==> config.mk <==
export PLATFORM = sky130hd
export DESIGN_NAME = pclt_ctrl
export DESIGN_NICKNAME = d
export VERILOG_FILES = /design/src/rtl/pclt_pkg.sv /design/src/rtl/pclt_ctrl.sv
export SDC_FILE = /design/constraint.sdc
export NUM_CORES = 1
export LEC_CHECK = 0
export BUFFER_PORTS_ARGS = -buffer_cell sky130_fd_sc_hd__buf_2
export CAP_MARGIN = 25
export CORE_MARGIN = 1
export CORE_UTILIZATION = 40
export DETAILED_ROUTE_END_ITERATION = 12
export SLEW_MARGIN = 20
export SYNTH_ARGS = -nofsm -noshare
export SYNTH_HDL_FRONTEND = slang
export SYNTH_SLANG_ARGS = --single-unit
==> constraint.sdc <==
create_clock -name clk -period 2.1 [get_ports clk]
set_input_delay 0.105 -clock clk [delete_from_list [all_inputs] [get_ports clk]]
set_output_delay 0.105 -clock clk [all_outputs]
set_load 0.005 [all_outputs]
==> src/rtl/pclt_pkg.sv <==
// ----------------------------------------------------------------------------
// pclt_pkg: shared types and constants of the pair contact list table
// Field widths, request codes and the command/status bundles between the
// controller and the datapath.
// ----------------------------------------------------------------------------
package pclt_pkg;

	localparam int unsigned REQ_W  = 2;
	localparam int unsigned PART_W = 10;
	localparam int unsigned LEN_W  = 5;
	localparam int unsigned COLL_W = 32;

	localparam int unsigned NUM_PARTICLES_DEF = 1024;
	localparam int unsigned LIST_SLOTS_DEF    = 16;

	typedef enum logic [REQ_W-1:0] {
		REQ_ADD    = 2'd0,
		REQ_QUERY  = 2'd1,
		REQ_DELETE = 2'd2,
		REQ_NONE   = 2'd3
	} req_t;

	typedef struct packed {
		logic clr_wr;
		logic load_req;
		logic rd_b;
		logic cap_a;
		logic add_a;
		logic add_b;
		logic scan_step;
		logic del_rd;
		logic del_wr;
		logic load_out;
	} cmd_t;

	typedef struct packed {
		logic clr_last;
		logic ok;
		req_t req;
		logic hit;
		logic scan_done;
	} sts_t;

endpackage

==> src/rtl/pclt_ctrl.sv <==
// ----------------------------------------------------------------------------
// pclt_ctrl: controller of the pair contact list table
// Sequences the clearing pass, add, scan, delete and the output handshake.
// ----------------------------------------------------------------------------
module pclt_ctrl (
	input  logic           clk,
	input  logic           arst_n,
	input  logic           in_valid,
	output logic           in_ready,
	output logic           out_valid,
	input  logic           out_ready,
	input  pclt_pkg::sts_t sts,
	output pclt_pkg::cmd_t cmd
);

	import pclt_pkg::*;

	typedef enum logic [9:0] {
		S_CLEAR = 10'b00_0000_0001,
		S_IDLE  = 10'b00_0000_0010,
		S_RDA   = 10'b00_0000_0100,
		S_GOTA  = 10'b00_0000_1000,
		S_RDB   = 10'b00_0001_0000,
		S_ADDB  = 10'b00_0010_0000,
		S_SCAN  = 10'b00_0100_0000,
		S_DRD   = 10'b00_1000_0000,
		S_DWR   = 10'b01_0000_0000,
		S_DONE  = 10'b10_0000_0000
	} state_t;

	state_t state_q, state_d;
	logic   out_valid_q;

	always_comb begin
		cmd           = '0;
		state_d       = state_q;
		cmd.load_out  = (state_q == S_DONE) && (!out_valid_q || out_ready);
		case (state_q)
			S_CLEAR: begin
				cmd.clr_wr = 1'b1;
				if (sts.clr_last) begin
					state_d = S_IDLE;
				end
			end
			S_IDLE: begin
				if (in_valid) begin
					cmd.load_req = 1'b1;
					state_d      = S_RDA;
				end
			end
			S_RDA: begin
				state_d = S_GOTA;
			end
			S_GOTA: begin
				cmd.cap_a = 1'b1;
				if (!sts.ok) begin
					state_d = S_DONE;
				end else begin
					case (sts.req)
						REQ_ADD: begin
							cmd.add_a = 1'b1;
							state_d   = S_RDB;
						end
						REQ_QUERY, REQ_DELETE: begin
							state_d = S_SCAN;
						end
						default: begin
							state_d = S_DONE;
						end
					endcase
				end
			end
			S_RDB: begin
				cmd.rd_b = 1'b1;
				state_d  = S_ADDB;
			end
			S_ADDB: begin
				cmd.add_b = 1'b1;
				state_d   = S_DONE;
			end
			S_SCAN: begin
				cmd.scan_step = 1'b1;
				if (sts.hit) begin
					state_d = (sts.req == REQ_DELETE) ? S_DRD : S_DONE;
				end else if (sts.scan_done) begin
					state_d = S_DONE;
				end
			end
			S_DRD: begin
				cmd.del_rd = 1'b1;
				state_d    = S_DWR;
			end
			S_DWR: begin
				cmd.del_wr = 1'b1;
				state_d    = S_DONE;
			end
			S_DONE: begin
				if (cmd.load_out) begin
					state_d = S_IDLE;
				end
			end
			default: begin
				state_d = S_IDLE;
			end
		endcase
	end

	always_ff @(posedge clk or negedge arst_n) begin
		if (!arst_n) begin
			state_q     <= S_CLEAR;
			out_valid_q <= 1'b0;
		end else begin
			state_q <= state_d;
			if (cmd.load_out) begin
				out_valid_q <= 1'b1;
			end else if (out_ready) begin
				out_valid_q <= 1'b0;
			end
		end
	end

	assign in_ready  = state_q == S_IDLE;
	assign out_valid = out_valid_q;

endmodule

### Word-level counts from Yosys, hierarchy flattened

Index checks and enable logic that the tools add are counted.

| cells by class | value |
|---|---|
| $add $sub $neg | 0 |
| $mul | 0 |
| divide/modulo/power cells | 0 |
| order comparisons | 0 |
| equality and inequality tests | 16 |
| shift operators | 0 |
| muxes and demuxes | 22 |
| bitwise logic cells | 0 |
| reduce and logical (&&, ||, !) cells | 8 |

Operators by type and width:

| operator | number |
|---|---|
| 10-bit case mux with 9 select lines | 1 |
| 10-bit two-way mux | 7 |
| 10-bit case mux with 2 select lines | 1 |
| 1-bit two-way mux | 12 |
| 10-bit by 1-bit equality test with 1-bit output (second input constant) | 1 |
| 10-bit equality test (second input constant) | 1 |
| 10-bit by 2-bit equality test with 1-bit output (second input constant) | 1 |
| 10-bit by 3-bit equality test with 1-bit output (second input constant) | 1 |
| 10-bit by 4-bit equality test with 1-bit output (second input constant) | 1 |
| 10-bit by 5-bit equality test with 1-bit output (second input constant) | 1 |
| 10-bit by 6-bit equality test with 1-bit output (second input constant) | 1 |
| 10-bit by 7-bit equality test with 1-bit output (second input constant) | 1 |
| 10-bit by 8-bit equality test with 1-bit output (second input constant) | 1 |
| 10-bit by 9-bit equality test with 1-bit output (second input constant) | 1 |
| 2-bit inequality test (second input constant) | 3 |
| 4-bit AND reduction | 1 |
| 2-bit OR reduction | 2 |
| 3-bit inequality test (second input constant) | 1 |
| 2-bit by 1-bit equality test with 1-bit output (second input constant) | 1 |
| 2-bit equality test (second input constant) | 1 |
| 2-bit logical NOT | 1 |
| 2-bit two-way mux | 1 |
| 2-bit nonzero test | 1 |
| 1-bit logical AND | 1 |
| other kinds (2) | 2 |

| storage, ports and cells | value |
|---|---|
| flip-flop bits (word level) | 11 |
| latch bits | 0 |
| memory bits (writable) | 0 |
| bits in read-only memories | 0 |
| input bits | 10 |
| output and inout bits | 12 |
| word-level logic and storage cells | 48 |
| memories | 0 |

### Depth between registers and ports, before layout

| depth | value |
|---|---|
| depth in word-level cells | 5 |
| depth in mapped cells | 6 |
| depth with buffers taken out | 6 |

### Worst setup path after synthesis

No wires, ideal clock.

| timing | value |
|---|---|
| path type | reg-to-reg |
| start point | reg state_q[8] |
| end point | reg state_q[1] |
| library setup time | 0.132 ns |
| arrival time | 1.648 ns |
| required time | 1.968 ns |
| setup slack | 0.321 ns |
| cell stages (with the launch flop) | 6 |
| buffers on the path | 0 |
| period minus slack after synthesis | 1.779 ns |
| cell sequence | dfrtp_1 -> or4_4 -> nor3_4 -> nand4b_4 -> o32ai_4 -> o32ai_1 |

| on the way | value |
|---|---|
| cells in the longest elaborated chain, start to end | 4 |
| elaborated cells on any way between the ends | 18 |
| those cells by class | eq/ne: 14; mux: 1; reduce/logical: 3 |

RTL lines:

| element | RTL line | text |
|---|---|---|
| from (decl) | pclt_ctrl.sv:31 | `state_t state_q, state_d;` |
| from (signal assigned) | pclt_ctrl.sv:113 | `state_q <= state_d;` |
| 10-bit equality test | pclt_ctrl.sv:37, pclt_ctrl.sv:38 |  |
| 1-bit logical AND | pclt_ctrl.sv:37 | `cmd.load_out = (state_q == S_DONE) && (!out_valid_q \|\| out_ready);` |
| 2-bit inequality test (no line) | -- |  |
| 4-bit AND reduction (no line) | -- |  |

Several ways; a longest one is shown, not always the timed one.
A chain may end at the register's enable or synchronous reset.

==> impl_metrics.tcl <==
set metrics [dict create \
    antenna_found_initial 0 \
    grt_max_degree 12 \
    cts_inserted_buffers 3 \
    worst_setup_path_start_kind "flop" \
    cp_data_required_time_ns 2.00 \
    portBuffers 21 \
    grt_pass1_vias 562 \
    numClockSinks 11 \
    layout_min_cycle_time_ns 1.97 \
    crit_fanout 5 \
    fin_setup_tns_ns 0 \
    layout_setup_ws_ns 0.128 \
    slew_viol_final 0 \
    detail-route-antenna-nets 0 \
    finalCritPeriodShare_pct 93.9 \
    core_um2 1980 \
    synth_top_cell_area_share_pct 29.5 \
    nFillCells 185 \
    path_clk_slew_ns 0.07 \
    die_height_um 48.1 \
    hold_class "input pin to flop" \
    powerDensity_nw_per_um2 871 \
    hold_viol 0 \
    crit_arrival_ns 1.87 \
    report.final.setup_viol 0 \
    h-tree-depth 1 \
    area_growth_pct 20.5 \
    synth_area_leaders "dfrtp_1 29%, ha_1 5.9%, nor2_1 4.9%" \
    p_leak_nw 0.537 \
    final_cells 137 \
    wl_per_cell_um 12.9 \
    die_w_um 48.1 \
    wirelength_um 1760 \
    final_common_cell "buf_2" \
    clockBufferDepth 2 \
    slew_headroom_pct 70.8 \
    synth.largest_area_cell "dfrtp_1" \
    drt_iter0_drc 21 \
    gp_congestion 0.818 \
    seq_area_um2 279 \
    drv_cap 0 \
    path_class "flop to primary output" \
    antenna_cells 0 \
    nets 125 \
    syn_area_per_cell_um2 10.2 \
    die_area_um2 2310 \
    ff2ff_setup_slack_ns 0.21 \
    worstSkewPairLatency_ns 0.27 \
    max_freq_mhz 507 \
    rows 16 \
    drcViolationCount 0 \
    firstDrtPassIters 4 \
    vdd_drop_max_uv 564 \
    dp.final_hpwl_um 1380 \
    tightest_slew_ns 0.427 \
    synth.distinct_cells 40 \
    place_inst 130 \
    syn_nets 97 \
    tritoncts "yes" \
    ys_seq_area_share_pct 32.5 \
    clockRootBuffer "clkbuf_4" \
    pre_cts_ws_ns 0.222 \
    drive_gt1_share_pct 38.2 \
    yosys_warnings 0 \
    outcome "completed" \
    rsz0062_at_grt "false" \
    synth_seq_cells 11 \
    syn_area_um2 850 \
    synthCells 83 \
    overflow 0 \
    crit_path_end_kind "primary output" \
    grt_pass1_wl_um 2610 \
    multiInputGateArea_um2 517 \
    clock_skew_ns 0.00988 \
    ioPinCount 22 \
    mostFrequentLayoutCells "21 x buf_2, 10 x nor2_1, 8 x dfrtp_1" \
    grtUsageTotal_pct 17.1 \
    initial_core_util_pct 42.9 \
    via_per_inst 5.09 \
    vias 697 \
]
power breakdown:
part	switching [mW]	internal (mW)
logic	0.241	0.219
clock network	0.0712	0.0706
registers	0.0478	0.242
total	0.360	0.532
cells in the mapped netlist:
cell / number
a2111oi_0: 1
a21oi_1: 2
a22oi_1: 1
a2bb2oi_1: 1
a31oi_1: 1
and2_1: 2
and3_1: 5
and4b_2: 2
buf_12: 2
buf_6: 1
dfrtp_1: 10
dfstp_2: 1
ha_1: 4
inv_1: 5
nand2_1: 4
nand2b_1: 2
nand2b_4: 1
nand3_1: 3
nand4b_4: 1
nor2_1: 11
nor2b_1: 1
nor3_1: 2
nor3_4: 1
nor3b_1: 1
nor3b_2: 1
nor4_1: 1
nor4_4: 1
nor4b_1: 1
o22a_1: 1
o22ai_1: 1
o31ai_1: 2
o32ai_1: 1
o32ai_4: 1
or2b_1: 1
or3_1: 1
or4_1: 1
or4_4: 1
or4b_2: 1
xnor2_1: 2
xor2_1: 1
routing by layer:
metal | vias to the layer above | share of wire (%) | track usage, %
li1 | 355 | - | -
met1 | 320 | 46 | 22.7
met2 | 20 | 49 | 25.7
met3 | 2 | 4.8 | 5.66
met4 | 0 | 0.45 | 6.67
met5 | - | 0 | 0
worst max-delay path: stages, from the launching register on:
cell	delay, ns
dfrtp_1	0.43
or4_4	0.59
nand2b_4	0.21
nor2_4	0.13
and2_1	0.13
buf_2	0.10
cell type report:
| class | instances | share of cell area [%] |
|---|---|---|
| Multi-Input combinational cell | 64 | 50.5 |
| Clock inverter | 1 | 0.489 |
| Timing Repair Buffer | 26 | 14.4 |
| Tap cell | 27 | 3.30 |
| Sequential cell | 11 | 27.3 |
| Inverter | 5 | 1.83 |
| Clock buffer | 3 | 2.20 |
state kept, by name, indices dropped and copies added, names as in the netlist:
name,flops
out_valid,1
state_q,10
final timing paths:
| check | depth (start not counted) | end | from |
|---|---|---|---|
| setup / recovery | 5 | cmd[8] | state_q[8]$_DFFE_PN0P_ |
| hold / removal | 2 | state_q[1]$_DFFE_PN0P_ | in_valid |
| setup reg to reg | 5 | state_q[1]$_DFFE_PN0P_ | state_q[8]$_DFFE_PN0P_ |
| hold reg to reg | 2 | out_valid$_DFFE_PN0P_ | out_valid$_DFFE_PN0P_ |
| max in group asynchronous | 2 | state_q[0]$_DFFE_PN1P_ | arst_n |
| min in group asynchronous | 2 | state_q[8]$_DFFE_PN0P_ | arst_n |
cell families (layout without fill, tap and decap cells):
logic type      after synthesis  count (layout)  share of synthesized area, %
simple gates                 45              45                          37.6
compound gates               12              12                          12.7
flops                        11              11                          32.5
buf+inv                       8              35                          8.25
fa+ha+maj                     4               4                          5.89
xor+xnor                      3               3                          3.09
repair_timing:
action,4_1_cts,5_1_grt
hold endpoints to repair,12,0
resized for setup,0,5
hold buffers,2,0
endpoints found under the setup margin,0,2
setup buffers,0,1
stage by stage:
step	hold WS (ns)	util, %	cell area, um2	total power [mW]
after global routing	0.0358	51.6	1020	0.960
after detailed placement	-0.00946	48.0	952	0.708
final	0.0461	51.6	1020	0.892
after floorplan	-0.191	-	850	0.589
after CTS	0.0394	50.4	1000	0.858
after global placement	-0.00806	48.0	952	0.707
Note: power is estimated with default switching activity, not from simulation.
